### src/sv/pts_pkg.sv
// Package for the priority thread scheduler: sizes, codes, payload and chain types.
// No dependencies; every other file imports it.
package pts_pkg;

  localparam int MAX_THREADS = 16;
  localparam int IDX_W = $clog2(MAX_THREADS);
  localparam int CNT_W = $clog2(MAX_THREADS + 1);
  localparam int KEY_W = 72;

  // item kinds
  localparam logic [3:0] K_CREATE  = 4'd0;
  localparam logic [3:0] K_RESUME  = 4'd1;
  localparam logic [3:0] K_SUSPEND = 4'd2;
  localparam logic [3:0] K_CANCEL  = 4'd3;
  localparam logic [3:0] K_SEND    = 4'd4;
  localparam logic [3:0] K_DISP    = 4'd5;
  localparam logic [3:0] K_STEP    = 4'd6;
  localparam logic [3:0] K_SHUT    = 4'd7;
  localparam logic [3:0] K_REAP    = 4'd8;
  localparam logic [3:0] K_QUERY   = 4'd9;

  // result status
  localparam logic [2:0] ST_OK    = 3'd0;
  localparam logic [2:0] ST_REJ   = 3'd1;
  localparam logic [2:0] ST_DISP  = 3'd2;
  localparam logic [2:0] ST_EXEC  = 3'd3;
  localparam logic [2:0] ST_IDLE  = 3'd4;
  localparam logic [2:0] ST_SUSP  = 3'd5;
  localparam logic [2:0] ST_SHUT  = 3'd6;
  localparam logic [2:0] ST_ALARM = 3'd7;

  // thread states
  localparam logic [2:0] TS_SUSPENDED  = 3'd0;
  localparam logic [2:0] TS_READY      = 3'd1;
  localparam logic [2:0] TS_RUNNING    = 3'd2;
  localparam logic [2:0] TS_SLEEPING   = 3'd3;
  localparam logic [2:0] TS_WAITQ      = 3'd4;
  localparam logic [2:0] TS_WAITJOIN   = 3'd5;
  localparam logic [2:0] TS_TERMINATED = 3'd6;
  localparam logic [2:0] TS_CANCELLED  = 3'd7;

  // step outcomes
  localparam logic [2:0] A_YIELD = 3'd0;
  localparam logic [2:0] A_SLEEP = 3'd1;
  localparam logic [2:0] A_WAITQ = 3'd2;
  localparam logic [2:0] A_JOIN  = 3'd3;
  localparam logic [2:0] A_EXIT  = 3'd4;

  // register select bit of paddr
  localparam logic REG_BACKGROUND = 1'b0;
  localparam logic REG_RETRACE    = 1'b1;

  // operation a pass through the cell row performs
  typedef enum logic [3:0] {
    M_CREATE, M_RESUME, M_SUSPEND, M_CANCEL, M_PROBE,
    M_PICK_READY, M_PICK_WAITQ, M_MIN_SLEEP,
    M_READY_AT, M_RUN_AT, M_SET_AT,
    M_WAKE_DUE, M_WAKE_JOIN, M_SHUTDOWN, M_REAP
  } pts_mode_t;

  typedef struct packed {
    logic [3:0]  kind;
    logic [31:0] thread_id;
    logic [7:0]  priority_req;
    logic        create_held;
    logic [63:0] queue_key;
    logic [2:0]  action_kind;
    logic [63:0] action_value;
  } pts_req_t;

  typedef struct packed {
    logic [2:0]  status;
    logic [31:0] result_id;
    logic [2:0]  thread_state;
    logic [7:0]  thread_priority;
    logic [63:0] exit_value;
    logic        retrace_fire;
    logic [63:0] retrace_count;
    logic [63:0] logical_tick;
  } pts_rsp_t;

  // broadcast command held for the length of a pass
  typedef struct packed {
    pts_mode_t        mode;
    logic [IDX_W-1:0] target;
    logic [63:0]      val;
    logic [2:0]       state;
    logic [7:0]       prio;
    logic             susp;
    logic [31:0]      ident;
  } pts_cmd_t;

  // token handed from cell to cell
  typedef struct packed {
    logic             valid;
    logic             hit;
    logic             ok;
    logic [CNT_W-1:0] count;
    logic             best_valid;
    logic [IDX_W-1:0] best_idx;
    logic [KEY_W-1:0] best_key;
  } pts_tok_t;

  // slot fields visible to the read port
  typedef struct packed {
    logic        used;
    logic [31:0] ident;
    logic [7:0]  prio;
    logic [2:0]  state;
    logic [63:0] exit_val;
  } pts_view_t;

endpackage

### src/sv/pts_div.sv
// Restoring divider, one quotient bit per cycle: 64-bit dividend by 32-bit divisor.
// Depends on pts_pkg (imported for house style; uses no package items beyond that).
module pts_div
  import pts_pkg::*;
(
  input  logic        clk,
  input  logic        rst,
  input  logic        go,
  input  logic [63:0] dividend,
  input  logic [31:0] divisor,
  output logic        done,
  output logic [63:0] quot
);

  logic [31:0] rem;
  logic [31:0] dsr;
  logic [6:0]  cnt;
  logic        active;
  logic [32:0] shifted;
  logic        take;

  assign shifted = {rem, quot[63]};
  assign take    = shifted >= {1'b0, dsr};

  always_ff @(posedge clk) begin
    if (rst) begin
      active <= 1'b0;
      done   <= 1'b0;
      cnt    <= '0;
    end else begin
      done <= 1'b0;
      if (go) begin
        active <= 1'b1;
        cnt    <= '0;
        rem    <= '0;
        quot   <= dividend;
        dsr    <= divisor;
      end else if (active) begin
        rem  <= take ? 32'(shifted - {1'b0, dsr}) : shifted[31:0];
        quot <= {quot[62:0], take};
        cnt  <= cnt + 1'b1;
        if (cnt == 7'd63) begin
          active <= 1'b0;
          done   <= 1'b1;
        end
      end
    end
  end

endmodule

### config.mk
export PLATFORM = sky130hd
export DESIGN_NAME = pts_div
export DESIGN_NICKNAME = d
export VERILOG_FILES = /design/src/sv/pts_pkg.sv /design/src/sv/pts_div.sv
export SDC_FILE = /design/constraint.sdc
export NUM_CORES = 1
export LEC_CHECK = 0
export BUFFER_PORTS_ARGS = -buffer_cell sky130_fd_sc_hd__clkbuf_2
export CAP_MARGIN = 20
export CELL_PAD_IN_SITES_DETAIL_PLACEMENT = 0
export CELL_PAD_IN_SITES_GLOBAL_PLACEMENT = 1
export CORE_ASPECT_RATIO = 0.9
export CORE_MARGIN = 1
export CORE_UTILIZATION = 40
export DETAILED_ROUTE_END_ITERATION = 10
export PLACE_DENSITY = 0.83
export SYNTH_ARGS = -nofsm -noshare
export SYNTH_HDL_FRONTEND = slang
export SYNTH_SLANG_ARGS = --single-unit
### constraint.sdc
create_clock -name clk -period 7.1 [get_ports clk]
set_input_delay 2.13 -clock clk [delete_from_list [all_inputs] [get_ports clk]]
set_output_delay 2.13 -clock clk [all_outputs]
set_load 0.02 [all_outputs]
==> impl_metrics.csv, run 1 <==
group,metric,value,unit
yosys,async_reset_ff_share,0,%
sta,period_needed,3.74,ns
finish,stdcell_area,9500,sq um
run_status,status,"finished, final reports clean",
floorplanning,die_w,150,microns
hold_path,hp-start,"cnt[6]",
clocking,post-cts-setup-buffers,0,
drt,drc,0,
run,drv_cap,0,
yosys,syn_inst,645,
drt,vias_per_cell,5.36,
worst_setup_path,reg2reg_depth,11,
yosys,yosysUniqueCellTypes,73,
clocking,hold_buffers,0,
yosys,yosysWarnings,0,
clocking,cts_resized,0,
clocking,root_buffer,"clkbuf_16",
yosys,synthTopCellsByArea,"edfxtp_1 49%, mux2_2 9.2%, ha_1 5.3%, nand3_2 2.7%, a21oi_2 2.5%",
clocking,htreeDepth,4,
finish,final_cell_mix,"162 x clkbuf_2, 128 x edfxtp_1, 64 x mux2_2, 42 x inv_1",
yosys,synth.top_cell.area_share,49.0,%
yosys,syn_area,7840,sq um
sta,clock_skew,0.0139,ns
global_routing,antenna_found_initial,0,
worst_setup_path,crit_path_frequent_cell,"or3_1",
worst_setup_path,critical_path.startpoint,"rem[17]",
power,finalPower,2460,uW
sta,max_freq,268,MHz
hold_path,whs_path_depth,1,
clocking,cts_made_buffers,17,
placed_design,port_buffers,163,
floorplanning,start_util,40.9,%
drt,firstDrtPassIters,5,
drt,vias,5721,
finish,fillCellCount,1749,
drt,initialDrtViolationCount,380,
placed_design,dp_hpwl,13.1,mm
yosys,syn_nets,778,
global_routing,overflow,0,
drt,wl_per_cell,17.3,microns
finish,finish.utilization,49.6,%
floorplanning,rows,48,
floorplanning,core,19200,sq um
hold_path,hold-path-endpoint,"done",
worst_setup_path,cp.required,7.29,ns
worst_setup_path,path_cells,"ha_1, a21oi_1, nor2_1, nor3_1, o21ai_1, or3_1, a31oi_4, or3_1, buf_4, nand2_8, mux2_2",
power,p_leak,0.00380,uW
worst_setup_path,crit_family,"simple AND/OR/NAND/NOR gates",
sta,finalHoldViolCount,0,
yosys,syn_avg_cell_area,12.2,sq um
floorplanning,dieArea,20200,sq um
worst_setup_path,cpMaxStageDelayCell,"or3_1",
sta,max-slew-margin-rel,33.2,%
sta,worstMarginPinSlew,1.00,ns
placed_design,dp.cells,1034,
worst_setup_path,crit_path_max_incr_delay,0.50,ns
sta,setup-tns-final,0,ns
clocking,cts_tree,"yes",
yosys,synth_edf_count,128,
clocking,clk_pin_slew,0.07,ns
yosys,synthFlopType,"edfxtp_1",
worst_setup_path,rr_startpoint,"rem[17]",
finish,layout_commonest_cell,"clkbuf_2",
worst_setup_path,crit_buf_inv,1,
sta,setup_viol,0,
power,power_density,259,nW/um^2
global_routing,grt.total_usage,19.7,%
global_routing,grt_first_pass_wirelength,30.4,mm
clocking,clk_latency,0.43,ns
worst_setup_path,crit_arrival,3.93,ns
finish,final_layout_size_suffix_gt1_share,41.0,%
worst_setup_path,crit_fanout,19,
yosys,ys_seq_area_share,51.3,%
finish,layout.nets,938,
sta,rsz0062_at_grt,"false",
global_routing,first_global_vias,5840,
yosys,synth_largest_area_cell,"edfxtp_1",
finish,stdcell_count,1068,
worst_setup_path,rr_endpoint,"quot[0]",
placed_design,routabilityCongestion,0.831,
hold_path,hp-class,"register to register",
finish,n_antenna_cell,0,
clocking,clock-sinks,137,
worst_setup_path,setup.worst_path.class,"register to register",
finish,syn_to_final_growth,21.2,%
yosys,ys_seq_elements,137,
power,ir_drop,148,uV
worst_setup_path,r2r_setup_slack,3.36,ns
floorplanning,die_h,135,microns
drt,ant_nets,0,
worst_setup_path,cp-end-kind,"register",
drt,routed_wl,18.5,mm
worst_setup_path,critPathLaunchType,"register",
clocking,cts_buffer_depth,2,
placed_design,placed_area,8860,sq um
global_routing,grt_max_degree,85,
sta,period_share,52.6,%
floorplanning,io_pins,164,
sta,drv_slew,0,
-- registers in the layout, summed over array words and instances, names as in the netlist --
register	cells
active	1
cnt	7
done	1
dsr	32
quot	64
rem	32
-- how the worst max path moves through the flow --
stage / end / cells past startpoint
floorplan: quot[0] / 4
finish: quot[0] / 11
CTS: quot[0] / 10
global placement: rem[10] / 4
detailed placement: rem[7] / 4
global route: quot[0] / 10
-- worst reg2reg max path: stages (launching register included) --
cell and delay (ns):
edfxtp_1 0.42, ha_1 0.42, a21oi_1 0.32, nor2_1 0.10, nor3_1 0.19, o21ai_1 0.10, or3_1 0.37, a31oi_4 0.20
or3_1 0.50, buf_4 0.45, nand2_8 0.15, mux2_2 0.29
-- routing by layer --
metal	routed length, microns	vias to the layer above	share of wire [%]	global-route usage [%]
li1	-	2770	-	-
met1	8310	2767	45	25.8
met2	8720	167	47	31.0
met3	1200	17	6.5	6.05
met4	283	0	1.5	6.24
met5	0	-	0	0
-- synth_stat cells (3+ instances only) --
cell	instances
a211oi_1	4
nor2_1	32
nand2b_1	3
buf_2	4
o31a_1	3
o22ai_1	3
o21ai_1	6
mux2_2	64
o21a_1	5
inv_1	42
a21oi_1	35
a31oi_1	5
clkbuf_1	15
ha_1	33
nand3_2	21
xnor2_1	15
o311ai_0	3
or2_2	3
dfxtp_1	9
nor3_1	11
xor2_1	12
a21o_1	12
o21ai_0	35
o211ai_1	3
edfxtp_1	128
mux2i_1	3
a21oi_2	22
nand4_1	11
or3_1	5
nand3_1	9
nand4b_1	3
o31ai_1	3
nor2b_1	7
nand2_1	21
buf_6	6
a211oi_2	4
and3_1	5
-- power by group --
part / internal (uW) / leakage [uW] / switching, uW / total (uW)
logic: 235 / 0.00221 / 327 / 562
clock network: 504 / 0.000294 / 402 / 906
registers: 961 / 0.00130 / 31.6 / 992
total: 1700 / 0.00380 / 761 / 2460
-- area by class of cell --
class                   count  area, sq um  area share [%]
clock buffers              17          425            4.48
clock inverters            15          170            1.79
multi-input cells         437         3490            36.8
well taps                 250          313            3.29
repair buffers            170          916            9.64
flip-flops and latches    137         4020            42.4
inverters                  42          158            1.66
-- logic make-up after synthesis --
kind of cell	after synthesis	synth area share [%]
AO/OA/AOI/OAI	165	15.2
XOR/XNOR	27	3.02
adder cells (fa/ha/maj)	34	5.52
buffers and inverters	71	4.42
flip-flops	137	51.3
multiplexers	67	9.58
AND/OR/NAND/NOR	144	11.0
-- per-stage QoR --
stage | setup WS [ns] | hold WS [ns]
3_3_place_gp | 2.97 | 0.476
5_1_grt | 3.21 | 0.540
2_1_floorplan | 1.40 | 0.434
6_report | 3.36 | 0.497
4_1_cts | 3.38 | 0.506
3_5_place_dp | 2.97 | 0.487
Power figures use the tool's default switching activity.
==> inputs of run 2 (changes only) <==
==> constraint.sdc (replaced) <==
create_clock -name clk -period 3 [get_ports clk]
set_input_delay 0.9 -clock clk [delete_from_list [all_inputs] [get_ports clk]]
set_output_delay 0.9 -clock clk [all_outputs]
set_load 0.02 [all_outputs]
==> impl_metrics.csv, run 2 (synthesis gave the netlist of run 1 again) <==
group,metric,value,unit
sta,drv_slew,0,
finish,multi_input_area,3650,sq um
clocking,cts_made_buffers,17,
sta,period_share,96.6,%
sta,worstMarginPinSlew,0.610,ns
placed_design,placed_area,9260,sq um
worst_setup_path,crit_arrival,3.07,ns
sta,clock_skew,0.0155,ns
finish,regArea,4020,sq um
clocking,htreeDepth,4,
finish,syn_to_final_growth,27.7,%
floorplanning,io_pins,164,
drt,drc,0,
finish,largest-register,"quot",
sta,fin_ws,0.102,ns
floorplanning,die_h,135,microns
sta,setup_viol,0,
power,p_leak,0.00402,uW
run_status,status,"finished, final reports clean",
worst_setup_path,cp-end-kind,"register",
drt,vias,5826,
floorplanning,start_util,40.9,%
finish,n_antenna_cell,0,
power,power_density,596,nW/um^2
sta,timing.hold.ws,0.496,ns
placed_design,pre_cts_slack,-0.0553,ns
clocking,cts_tree,"yes",
drt,vias_per_cell,5.26,
worst_setup_path,cp.required,3.17,ns
floorplanning,core,19200,sq um
drt,firstDrtPassIters,5,
finish,final_layout_size_suffix_gt1_share,46.3,%
placed_design,dp_hpwl,13.8,mm
finish,stdcell_area,10000,sq um
finish,reg_top3,"quot (64), dsr (32), rem (32)",
global_routing,first_global_vias,5953,
finish,largest_register_ffs,64,
finish,fillCellCount,1677,
floorplanning,die_w,150,microns
placed_design,routabilityCongestion,0.816,
global_routing,grt.total_usage,19.7,%
power,ir_drop,326,uV
clocking,root_buffer,"clkbuf_16",
sta,period_needed,2.90,ns
sta,max_freq,345,MHz
finish,final_cell_mix,"162 x clkbuf_2, 128 x edfxtp_1, 64 x mux2_2, 42 x inv_1, 39 x buf_4",
global_routing,overflow,0,
clocking,clk_latency,0.43,ns
worst_setup_path,crit_fanout,5,
drt,routed_wl,18.9,mm
clocking,cts_buffer_depth,2,
sta,finalHoldViolCount,0,
drt,initialDrtViolationCount,297,
floorplanning,dieArea,20200,sq um
drt,ant_nets,0,
drt,wl_per_cell,17.1,microns
sta,max-slew-margin-rel,58.8,%
finish,layout_commonest_cell,"clkbuf_2",
run,drv_cap,0,
worst_setup_path,critPathLaunchType,"register",
hold_path,hp-class,"register to register",
clocking,clock-sinks,137,
floorplanning,rows,48,
global_routing,antenna_found_initial,0,
worst_setup_path,setup.worst_path.class,"register to register",
global_routing,grt_max_degree,42,
sta,rsz0062_at_grt,"true",
clocking,clk_pin_slew,0.07,ns
global_routing,grt_first_pass_wirelength,30.4,mm
finish,layout.nets,978,
placed_design,port_buffers,163,
[run 2: changes by cell type in the layout (fill, tap and decap cells not counted), sizes merged]
cell / previous run / this run
buf: 8 / 48
clkinvlp: 1 / 3
clkbuf: 179 / 180
inv: 53 / 50
[run 2: worst paths after layout]
path,startpoint,to,slack [ns],cells past startpoint
setup / recovery,dsr[0],rem[30],0.10,11
hold / removal,cnt[6],done,0.50,1
setup reg to reg,dsr[0],rem[30],0.10,11
hold reg to reg,cnt[6],done,0.50,1
[run 2: critical path, stage by stage (launching register included)]
cell,delay [ns]
edfxtp_1,0.38
ha_2,0.20
fa_2,0.41
nor2b_4,0.14
o31a_1,0.24
o21ai_4,0.09
o31a_1,0.28
o31a_1,0.39
a31oi_1,0.20
o311ai_1,0.12
o21ai_0,0.09
a21oi_1,0.09
[run 2: where the power goes]
group	total, uW	switching (uW)	internal (uW)
sequential	2350	76.8	2270
combinational	1520	838	685
clock	2090	911	1180
total	5970	1830	4140
[run 2: repair_timing]
item	CTS	global route
pin swaps	2	7
buffers inserted	0	3
endpoints found under the setup margin	3	29
hold endpoints to repair	0	0
hold buffers	0	0
resized for setup	3	31
[run 2: metal layers]
metal | global-route usage, % | vias up | wire length (microns)
li1 | - | 2840 | -
met1 | 25.0 | 2793 | 8430
met2 | 32.2 | 179 | 8980
met3 | 6.18 | 14 | 1270
met4 | 5.27 | 0 | 226
met5 | 0 | - | 0
[run 2: stage by stage]
| stage | total power (uW) | instances | util (%) | setup TNS [ns] |
|---|---|---|---|---|
| 5_1_grt | 6250 | 1108 | 52.3 | -0.128 |
| 2_1_floorplan | 3380 | 645 | - | -5.60 |
| 6_report | 5970 | 1108 | 52.3 | 0 |
| 4_1_cts | 5960 | 1105 | 51.4 | 0 |
| 3_3_place_gp | 3830 | 1073 | 48.3 | -0.0615 |
| 3_5_place_dp | 3840 | 1073 | 48.3 | -0.0819 |
[run 2: area by class of cell]
class	count	share of cell area (%)
Multi-Input combinational cell	437	36.4
Clock inverter	14	1.57
Sequential cell	137	40.2
Inverter	42	1.57
Timing Repair Buffer	210	12.8
Tap cell	250	3.12
Clock buffer	18	4.29
