--- src/sv/pts_pkg.sv ---
// Package for the priority thread scheduler: sizes, codes, payload and chain types.
// No dependencies; every other file imports it.
package pts_pkg;

  localparam int MAX_THREADS = 16;
  localparam int IDX_W = $clog2(MAX_THREADS);
  localparam int CNT_W = $clog2(MAX_THREADS + 1);
  localparam int KEY_W = 72;

  // item kinds
  localparam logic [3:0] K_CREATE  = 4'd0;
  localparam logic [3:0] K_RESUME  = 4'd1;
  localparam logic [3:0] K_SUSPEND = 4'd2;
  localparam logic [3:0] K_CANCEL  = 4'd3;
  localparam logic [3:0] K_SEND    = 4'd4;
  localparam logic [3:0] K_DISP    = 4'd5;
  localparam logic [3:0] K_STEP    = 4'd6;
  localparam logic [3:0] K_SHUT    = 4'd7;
  localparam logic [3:0] K_REAP    = 4'd8;
  localparam logic [3:0] K_QUERY   = 4'd9;

  // result status
  localparam logic [2:0] ST_OK    = 3'd0;
  localparam logic [2:0] ST_REJ   = 3'd1;
  localparam logic [2:0] ST_DISP  = 3'd2;
  localparam logic [2:0] ST_EXEC  = 3'd3;
  localparam logic [2:0] ST_IDLE  = 3'd4;
  localparam logic [2:0] ST_SUSP  = 3'd5;
  localparam logic [2:0] ST_SHUT  = 3'd6;
  localparam logic [2:0] ST_ALARM = 3'd7;

  // thread states
  localparam logic [2:0] TS_SUSPENDED  = 3'd0;
  localparam logic [2:0] TS_READY      = 3'd1;
  localparam logic [2:0] TS_RUNNING    = 3'd2;
  localparam logic [2:0] TS_SLEEPING   = 3'd3;
  localparam logic [2:0] TS_WAITQ      = 3'd4;
  localparam logic [2:0] TS_WAITJOIN   = 3'd5;
  localparam logic [2:0] TS_TERMINATED = 3'd6;
  localparam logic [2:0] TS_CANCELLED  = 3'd7;

  // step outcomes
  localparam logic [2:0] A_YIELD = 3'd0;
  localparam logic [2:0] A_SLEEP = 3'd1;
  localparam logic [2:0] A_WAITQ = 3'd2;
  localparam logic [2:0] A_JOIN  = 3'd3;
  localparam logic [2:0] A_EXIT  = 3'd4;

  // register select bit of paddr
  localparam logic REG_BACKGROUND = 1'b0;
  localparam logic REG_RETRACE    = 1'b1;

  // operation a pass through the cell row performs
  typedef enum logic [3:0] {
    M_CREATE, M_RESUME, M_SUSPEND, M_CANCEL, M_PROBE,
    M_PICK_READY, M_PICK_WAITQ, M_MIN_SLEEP,
    M_READY_AT, M_RUN_AT, M_SET_AT,
    M_WAKE_DUE, M_WAKE_JOIN, M_SHUTDOWN, M_REAP
  } pts_mode_t;

  typedef struct packed {
    logic [3:0]  kind;
    logic [31:0] thread_id;
    logic [7:0]  priority_req;
    logic        create_held;
    logic [63:0] queue_key;
    logic [2:0]  action_kind;
    logic [63:0] action_value;
  } pts_req_t;

  typedef struct packed {
    logic [2:0]  status;
    logic [31:0] result_id;
    logic [2:0]  thread_state;
    logic [7:0]  thread_priority;
    logic [63:0] exit_value;
    logic        retrace_fire;
    logic [63:0] retrace_count;
    logic [63:0] logical_tick;
  } pts_rsp_t;

  // broadcast command held for the length of a pass
  typedef struct packed {
    pts_mode_t        mode;
    logic [IDX_W-1:0] target;
    logic [63:0]      val;
    logic [2:0]       state;
    logic [7:0]       prio;
    logic             susp;
    logic [31:0]      ident;
  } pts_cmd_t;

  // token handed from cell to cell
  typedef struct packed {
    logic             valid;
    logic             hit;
    logic             ok;
    logic [CNT_W-1:0] count;
    logic             best_valid;
    logic [IDX_W-1:0] best_idx;
    logic [KEY_W-1:0] best_key;
  } pts_tok_t;

  // slot fields visible to the read port
  typedef struct packed {
    logic        used;
    logic [31:0] ident;
    logic [7:0]  prio;
    logic [2:0]  state;
    logic [63:0] exit_val;
  } pts_view_t;

endpackage

--- src/sv/pts_cell.sv ---
// One thread slot of the scheduler row; acts on the token as it passes.
// Depends on pts_pkg.
module pts_cell
  import pts_pkg::*;
(
  input  logic             clk,
  input  logic             rst,
  input  logic [IDX_W-1:0] cell_idx,
  input  pts_cmd_t         cmd,
  input  logic [63:0]      order_base,
  input  pts_tok_t         tok_in,
  output pts_tok_t         tok_out,
  output pts_view_t        view
);

  logic        used, used_next;
  logic [31:0] ident, ident_next;
  logic [7:0]  prio, prio_next;
  logic [2:0]  state, state_next;
  logic [63:0] order, order_next;
  logic [63:0] wake, wake_next;
  logic [63:0] wkey, wkey_next;
  logic [63:0] exit_val, exit_next;
  pts_tok_t    tok_next;

  logic             fin, claim, at, cand, mark;
  logic [KEY_W-1:0] ckey;
  logic [63:0]      my_order;

  always_comb begin
    fin      = (state == TS_TERMINATED) || (state == TS_CANCELLED);
    claim    = used && ({32'd0, ident} == cmd.val) && !tok_in.hit;
    at       = (cell_idx == cmd.target);
    my_order = order_base + {{(64-CNT_W){1'b0}}, tok_in.count};
    cand     = 1'b0;
    mark     = 1'b0;
    ckey     = {8'd0, wake};
    used_next  = used;
    ident_next = ident;
    prio_next  = prio;
    state_next = state;
    order_next = order;
    wake_next  = wake;
    wkey_next  = wkey;
    exit_next  = exit_val;
    tok_next   = tok_in;
    if (tok_in.valid) begin
      unique case (cmd.mode)
        M_CREATE: begin
          if (!used && !tok_in.hit) begin
            tok_next.hit = 1'b1;
            tok_next.ok  = 1'b1;
            used_next  = 1'b1;
            ident_next = cmd.ident;
            prio_next  = cmd.prio;
            state_next = cmd.susp ? TS_SUSPENDED : TS_READY;
            order_next = cmd.susp ? 64'd0 : my_order;
            wake_next  = '0;
            wkey_next  = '0;
            exit_next  = '0;
            if (!cmd.susp) tok_next.count = tok_in.count + 1'b1;
          end
        end
        M_RESUME: begin
          if (claim) begin
            tok_next.hit = 1'b1;
            if (!fin) begin
              tok_next.ok = 1'b1;
              mark = 1'b1;
            end
          end
        end
        M_SUSPEND, M_CANCEL: begin
          if (claim) begin
            tok_next.hit = 1'b1;
            if (!fin && state != TS_RUNNING) begin
              tok_next.ok = 1'b1;
              state_next = (cmd.mode == M_SUSPEND) ? TS_SUSPENDED : TS_CANCELLED;
            end
          end
        end
        M_PROBE: begin
          if (claim) begin
            tok_next.hit      = 1'b1;
            tok_next.ok       = !fin;
            tok_next.best_idx = cell_idx;
          end
        end
        M_PICK_READY: begin
          cand = used && state == TS_READY;
          ckey = {prio, order};
        end
        M_PICK_WAITQ: begin
          cand = used && state == TS_WAITQ && wkey == cmd.val;
          ckey = {prio, order};
        end
        M_MIN_SLEEP: cand = used && state == TS_SLEEPING;
        M_READY_AT:  mark = at;
        M_RUN_AT:    if (at) state_next = TS_RUNNING;
        M_SET_AT: begin
          if (at) begin
            state_next = cmd.state;
            if (cmd.state == TS_SLEEPING) wake_next = cmd.val;
            if (cmd.state == TS_WAITQ || cmd.state == TS_WAITJOIN) wkey_next = cmd.val;
            if (cmd.state == TS_TERMINATED) exit_next = cmd.val;
          end
        end
        M_WAKE_DUE:  mark = used && state == TS_SLEEPING && wake <= cmd.val;
        M_WAKE_JOIN: mark = used && state == TS_WAITJOIN && wkey == cmd.val;
        M_SHUTDOWN:  if (used && state != TS_TERMINATED) state_next = TS_CANCELLED;
        M_REAP:      if (used && fin) used_next = 1'b0;
        default: ;
      endcase
      if (mark) begin
        state_next = TS_READY;
        order_next = my_order;
        wake_next  = '0;
        wkey_next  = '0;
        tok_next.count = tok_in.count + 1'b1;
      end
      if (cand && (!tok_in.best_valid || ckey < tok_in.best_key)) begin
        tok_next.best_valid = 1'b1;
        tok_next.best_idx   = cell_idx;
        tok_next.best_key   = ckey;
      end
    end
  end

  always_ff @(posedge clk) begin
    if (rst) begin
      used          <= 1'b0;
      tok_out.valid <= 1'b0;
    end else begin
      used          <= used_next;
      tok_out.valid <= tok_next.valid;
    end
    ident    <= ident_next;
    prio     <= prio_next;
    state    <= state_next;
    order    <= order_next;
    wake     <= wake_next;
    wkey     <= wkey_next;
    exit_val <= exit_next;
    tok_out.hit        <= tok_next.hit;
    tok_out.ok         <= tok_next.ok;
    tok_out.count      <= tok_next.count;
    tok_out.best_valid <= tok_next.best_valid;
    tok_out.best_idx   <= tok_next.best_idx;
    tok_out.best_key   <= tok_next.best_key;
  end

  assign view = '{used: used, ident: ident, prio: prio, state: state, exit_val: exit_val};

endmodule

--- config.mk ---
export PLATFORM = sky130hd
export DESIGN_NAME = pts_cell
export DESIGN_NICKNAME = d
export VERILOG_FILES = /design/src/sv/pts_pkg.sv /design/src/sv/pts_cell.sv
export SDC_FILE = /design/constraint.sdc
export NUM_CORES = 1
export LEC_CHECK = 0
export ABC_AREA = 1
export BUFFER_PORTS_ARGS = -buffer_cell sky130_fd_sc_hd__clkbuf_2
export CELL_PAD_IN_SITES_DETAIL_PLACEMENT = 0
export CELL_PAD_IN_SITES_GLOBAL_PLACEMENT = 1
export CORE_MARGIN = 10
export CORE_UTILIZATION = 41
export DETAILED_ROUTE_END_ITERATION = 7
export PLACE_DENSITY = 0.83
export REMOVE_ABC_BUFFERS = 1
export SETUP_SLACK_MARGIN = 0.4
export SYNTH_ARGS = -nofsm -noshare
export SYNTH_HDL_FRONTEND = slang
export SYNTH_SLANG_ARGS = --single-unit
--- constraint.sdc ---
create_clock -name clk -period 8.6 [get_ports clk]
set_input_delay 0.86 -clock clk [delete_from_list [all_inputs] [get_ports clk]]
set_output_delay 0.86 -clock clk [all_outputs]
set_load 0.1 [all_outputs]
==> results of run 1 <==
==> sequential cells by signal (all words and copies together) (netlist names) <==
register  cells
exit_val     64
ident        32
order        64
prio          8
state         3
tok_out      85
used          1
wake         64
wkey         64
==> stage by stage <==
step                      setup slack [ps]  total power [mW]  hold slack [ps]
after floorplan                      -88.4              2.66              545
after global placement                2600              2.90              569
after detailed placement              2410              2.91              567
after CTS                             3020              4.82              408
after global routing                  2500              4.97              415
final                                 3020              4.78              431
==> layer usage <==
metal	global-route usage, %	vias up	wire length, um
met2	41.1	654	37800
met4	6.86	12	1990
met5	0	-	70
li1	-	9495	-
met1	32.2	9173	34900
met3	5.22	100	5760
==> placed cells by master, fill, tap and decap left out, types with 3 or more instances in the layout <==
cell       synthesis  layout
inv_2             33      35
o21ai_1           10      10
o21ai_0           55      55
buf_4              2      11
bufinv_16          0       4
inv_1            309     307
o21a_1            66      66
clkbuf_8           0       5
nor3_1            64      63
clkbuf_1          30      14
nor2_2             4       4
inv_6              0       3
nand2_2           43      43
a211oi_1           3       3
nor4_1            13      13
xor2_1            77      77
ha_1             141     141
nand4_1           46      46
diode_2            0      10
a21oi_1           74      73
dfxtp_1           86      86
xnor2_1           12      12
a31oi_1            3       3
nor2_1           405     404
clkinv_1           3       6
clkinv_2           0       7
nand2_1          738     737
nor3_2             5       6
nand3_1           68      68
edfxtp_1         299     299
clkbuf_16          0      44
clkbuf_2           0     463
==> cell families after synthesis <==
logic type / Yosys count / synth area share, %
flip-flops: 385 / 48.7
AND/OR/NAND/NOR: 1398 / 26.2
AO/OA/AOI/OAI: 219 / 5.89
XOR/XNOR: 89 / 3.55
buffers and inverters: 398 / 7.53
adder cells (fa/ha/maj): 142 / 8.12
==> critical path: cells and delay by family <==
family / cells / cell delay, ps
AND/OR/NAND/NOR: 15 / 2540
adder cells (fa/ha/maj): 1 / 290
AO/OA/AOI/OAI: 1 / 110
buffers and inverters: 6 / 2090
==> worst min-delay path by stage <==
stage                              from  cells after the start                  end  slack, ps
finish                          cmd[17]                      1  ident[17]$_DFFE_PP_        430
global placement    order[63]$_DFFE_PP_                      3  tok_out[63]$_DFF_P_        570
global route                    cmd[11]                      1  ident[11]$_DFFE_PP_        410
floorplan           order[10]$_DFFE_PP_                      3  tok_out[10]$_DFF_P_        550
CTS                             cmd[17]                      1  ident[17]$_DFFE_PP_        410
detailed placement    prio[6]$_DFFE_PP_                      2  tok_out[70]$_DFF_P_        570
==> cell type report <==
cell class | count | area, um^2
clock inverters | 19 | 226
well taps | 688 | 861
multi-input cells | 1848 | 9670
fillers | 5142 | 26500
diodes | 10 | 25.0
clock buffers | 63 | 1220
repair buffers | 474 | 2400
flip-flops and latches | 385 | 10700
inverters | 345 | 1300
==> power by group through the flow <==
| stage | Combinational (mW) | Clock [mW] | Sequential, mW |
|---|---|---|---|
| 2_1_floorplan | 0.322 | 0 | 2.34 |
| 3_3_place_gp | 0.777 | 0 | 2.12 |
| 3_5_place_dp | 0.789 | 0 | 2.12 |
| 4_1_cts | 0.794 | 1.94 | 2.08 |
| 5_1_grt | 0.869 | 2.01 | 2.09 |
| 6_report | 0.793 | 1.91 | 2.08 |
==> results.json, run 1 <==
{
  "drv_cap": 0,
  "placementRows": 84,
  "p_int_mw": 3.38,
  "layout-drive-gt1-share_pct": 20.3,
  "grt_antenna_before_repair": 16,
  "start_util_pct": 41.6,
  "gr-usage-all-layers_pct": 24.8,
  "first_pass_iters": 7,
  "fin_util_pct": 49.9,
  "cts.hold.buffers_added": 0,
  "fin_nets": 3511,
  "setup_viol": 0,
  "netlist.area_leader.share_pct": 40.8,
  "drt_iter0_markers": 1526,
  "syn_area_mm2": 0.0220,
  "slowest_stage": "nand2_8",
  "leakage_nw": 12.2,
  "slew_violations": 0,
  "cp_slowest_stage_delay_ps": 610,
  "combPwrFrac_pct": 16.6,
  "io_pins": 464,
  "drc": 0,
  "hold_viol_final": 0,
  "status": "completed",
  "synth.ff_latch_count": 385,
  "placed_cells": 3740,
  "grt_max_degree": 128,
  "via_per_inst": 5.07,
  "synthFlopType": "edfxtp_1",
  "crit_end": "tok_out[41]$_DFF_P_",
  "criticalPathCategory": "input pin to register",
  "gp_congestion": 0.953,
  "timing.rr.start": "used$_SDFFE_PP0P_",
  "core_mm2": 0.0529,
  "cts_resized": 0,
  "placed_area_mm2": 0.0249,
  "area_growth_pct": 20.1,
  "synth_edf_count": 299,
  "power_density_mw_per_mm2": 181,
  "grt_pass1_wl_um": 119000,
  "fin_worst_skew_ps": 43.1,
  "post_cts_buffers": 0,
  "grt_pass1_vias": 19500,
  "worstSetupStartpoint": "cmd[112]",
  "drtAntennaViolNets": 0,
  "path_clk_slew_ps": 60,
  "worstMarginPinSlew_ps": 1110,
  "critPathArrivalTime_ps": 6030,
  "fin_crit_sh_pct": 64.8,
  "synth_commonest_cells": "nand2_1 (738), nor2_1 (405), inv_1 (309)",
  "seq_power_share_pct": 43.6,
  "htreeDepth": 2,
  "cts_tree": "done",
  "slew_headroom_pct": 25.6,
  "post_drt_wl_per_cell_um": 21.0,
  "clock_sinks": 385,
  "rsz0062_at_grt": "false",
  "ir_drop_mv": 0.148,
  "ys_types": 45,
  "crit_path_start_kind": "input pin",
  "cp_data_required_time_ps": 9050,
  "swShare_pct": 29.3,
  "worst_setup_path_end_kind": "register",
  "die_h_um": 252,
  "finalWirelength_um": 80600,
  "power.switching_mw": 1.40,
  "worstReg2RegEnd": "order[0]$_DFFE_PP_",
  "cp_max_fo": 127,
  "instances_no_fill": 3832,
  "power_frac_clock_pct": 39.8,
  "crit_chain": "clkbuf_2, nor2_2, nor2_2, nand2_2, buf_4, inv_2, buf_4, nand2_1, inv_1, ha_1, nand2_1, nor2_1, nand2_1, nor2_1, nand4_1, nor4_1, nand2_1, nand2_1, nand2_2, nand2_8, buf_4, nand2_2, o21a_1",
  "die_w_um": 252,
  "clk_latency_ps": 600,
  "synth-seq-area-share_pct": 48.7,
  "syn_inst": 2631,
  "root_buffer": "clkbuf_16",
  "place_hpwl_um": 65900,
  "overflow": 0,
  "fmax_ghz": 0.179,
  "vias": 19400,
  "totalNegativeSetupSlack_ps": 0,
  "clockBufferDepth": 3,
  "rrSetupSlack_ps": 3680,
  "yosysTopAreaCell": "edfxtp_1",
  "ys.warnings.count": 0,
  "worstRegToRegCells": 13,
  "dieArea_mm2": 0.0633,
  "port_buffers": 463,
  "min_path_type": "input pin to register",
  "async_flop_share_pct": 0,
  "period_needed_ps": 5580,
  "syn_area_per_cell_um2": 8.35,
  "numCtsBuffers": 44,
  "yosysMostFrequentCell": "nand2_1",
  "synth_area_leaders": "edfxtp_1 (41%), nand2_1 (13%), ha_1 (8.0%)",
  "fin_area_mm2": 0.0264,
  "cpMostUsedCell": "nand2_1"
}
No activity file was read; power rests on OpenSTA's default activity.
==> run 2, diff against run 1 <==
Clock period 8.6 ns to 5.2 ns, I/O delays scaled along.
==> run 2 against run 1 <==
  * Worst setup slack worse by 2000 ps
  * Die area stayed put
  * Cell count is 0.31% higher
  * Combinational power up 66%
  * Largest power group unchanged
  * Sequential power grew 66%
  * Critical path type unchanged
  * Highest routed layer unchanged
  * Largest cell class unchanged
  * Critical path depth is the same
==> results.json, run 2 (synthesis results as in run 1) <==
{
  "setup_viol": 0,
  "fin_nets": 3523,
  "layout-drive-gt1-share_pct": 20.5,
  "drtAntennaViolNets": 0,
  "drt_iter0_markers": 1460,
  "cp_data_required_time_ps": 5660,
  "period_needed_ps": 4180,
  "grt_max_degree": 71,
  "first_pass_iters": 5,
  "ir_drop_mv": 0.210,
  "fin_area_mm2": 0.0264,
  "worst_setup_path_end_kind": "register",
  "drc": 0,
  "overflow": 0,
  "clockBufferDepth": 3,
  "cts.hold.buffers_added": 0,
  "fin_crit_sh_pct": 80.3,
  "drv_cap": 0,
  "crit_path_start_kind": "input pin",
  "die_h_um": 252,
  "hold_viol_final": 0,
  "die_w_um": 252,
  "status": "completed",
  "core_mm2": 0.0529,
  "placed_cells": 3751,
  "htreeDepth": 2,
  "criticalPathCategory": "input pin to register",
  "fmax_ghz": 0.239,
  "fin_util_pct": 50.0,
  "leakage_nw": 12.2,
  "regMostFlops": "tok_out",
  "cts_tree": "done",
  "path_clk_slew_ps": 60,
  "port_buffers": 463,
  "start_util_pct": 41.6,
  "layout_commonest_cell": "nand2_1",
  "finalWirelength_um": 79800,
  "worstMarginPinSlew_ps": 939,
  "io_pins": 464,
  "post_cts_buffers": 0,
  "dieArea_mm2": 0.0633,
  "slew_violations": 0,
  "gr-usage-all-layers_pct": 24.6,
  "area_growth_pct": 20.2,
  "slew_headroom_pct": 36.8,
  "instances_no_fill": 3844,
  "clk_latency_ps": 590,
  "fin_worst_skew_ps": 24.5,
  "hold-worst-slack_ps": 103,
  "rsz0062_at_grt": "false",
  "grt_pass1_vias": 19600,
  "clock_sinks": 385,
  "vias": 19500,
  "place_hpwl_um": 66200,
  "post_drt_wl_per_cell_um": 20.8,
  "numCtsBuffers": 45,
  "cp_max_fo": 56,
  "gp_congestion": 0.955,
  "grt_antenna_before_repair": 15,
  "placed_area_mm2": 0.0250,
  "min_path_type": "input pin to register",
  "root_buffer": "clkbuf_16",
  "power_density_mw_per_mm2": 294,
  "cts_resized": 0,
  "totalNegativeSetupSlack_ps": 0,
  "grt_pass1_wl_um": 119000,
  "placementRows": 84,
  "largest_register_ffs": 85,
  "layout_common_cells": "nand2_1 (737), clkbuf_2 (463), nor2_1 (404)",
  "critPathArrivalTime_ps": 4640,
  "via_per_inst": 5.08
}
run 2: power by group:
part	total, mW	internal [mW]	leakage, nW	switching [mW]
sequential	3.45	3.40	3.01	0.0456
combinational	1.32	0.352	8.51	0.963
clock	3.01	1.69	0.666	1.32
total	7.77	5.44	12.2	2.33
run 2: path summary, 6_finish.rpt:
path,startpoint,endpoint,slack [ps],cells past startpoint
max,cmd[115],tok_out[60]$_DFF_P_,1020,23
min reg2reg,prio[4]$_DFFE_PP_,tok_out[68]$_DFF_P_,560,2
max reg2reg,used$_SDFFE_PP0P_,order[27]$_DFFE_PP_,1120,13
min,cmd[12],ident[12]$_DFFE_PP_,100,1
run 2: per-stage QoR:
step / power (mW) / setup slack, ps
final: 7.77 / 1020
after floorplan: 4.40 / -3150
after CTS: 7.83 / 1010
after global routing: 8.09 / 460
after global placement: 4.80 / 583
after detailed placement: 4.82 / 415
run 2: cell type report:
cell class              count  area (um^2)
multi-input cells        1848         9670
well taps                 688          861
diodes                     10         25.0
flip-flops and latches    385        10700
clock buffers              61         1210
inverters                 345         1300
fillers                  5153        26500
clock inverters            22          161
repair buffers            485         2490
run 2: per-layer routing:
metal / vias up / wire length (um) / global-route usage, %
li1: 9513 / - / -
met5: - / 111 / 0
met3: 113 / 5880 / 5.39
met2: 629 / 37400 / 40.9
met4: 16 / 1880 / 6.54
met1: 9250 / 34500 / 32.0
run 2: worst max-delay path: stages:
cell	delay, ps
clkbuf_2	120
inv_2	90
nand2_2	80
nor2_2	120
nand2_2	110
inv_2	360
buf_4	480
nand2_1	100
nand2_1	100
ha_1	150
nand2_1	60
inv_1	70
nand3_1	90
nor3_1	420
nand2_1	160
nor4_1	280
nand2_1	70
nand2_1	90
nand2_2	100
nand2_8	340
buf_4	400
nand2_1	90
o21a_1	120
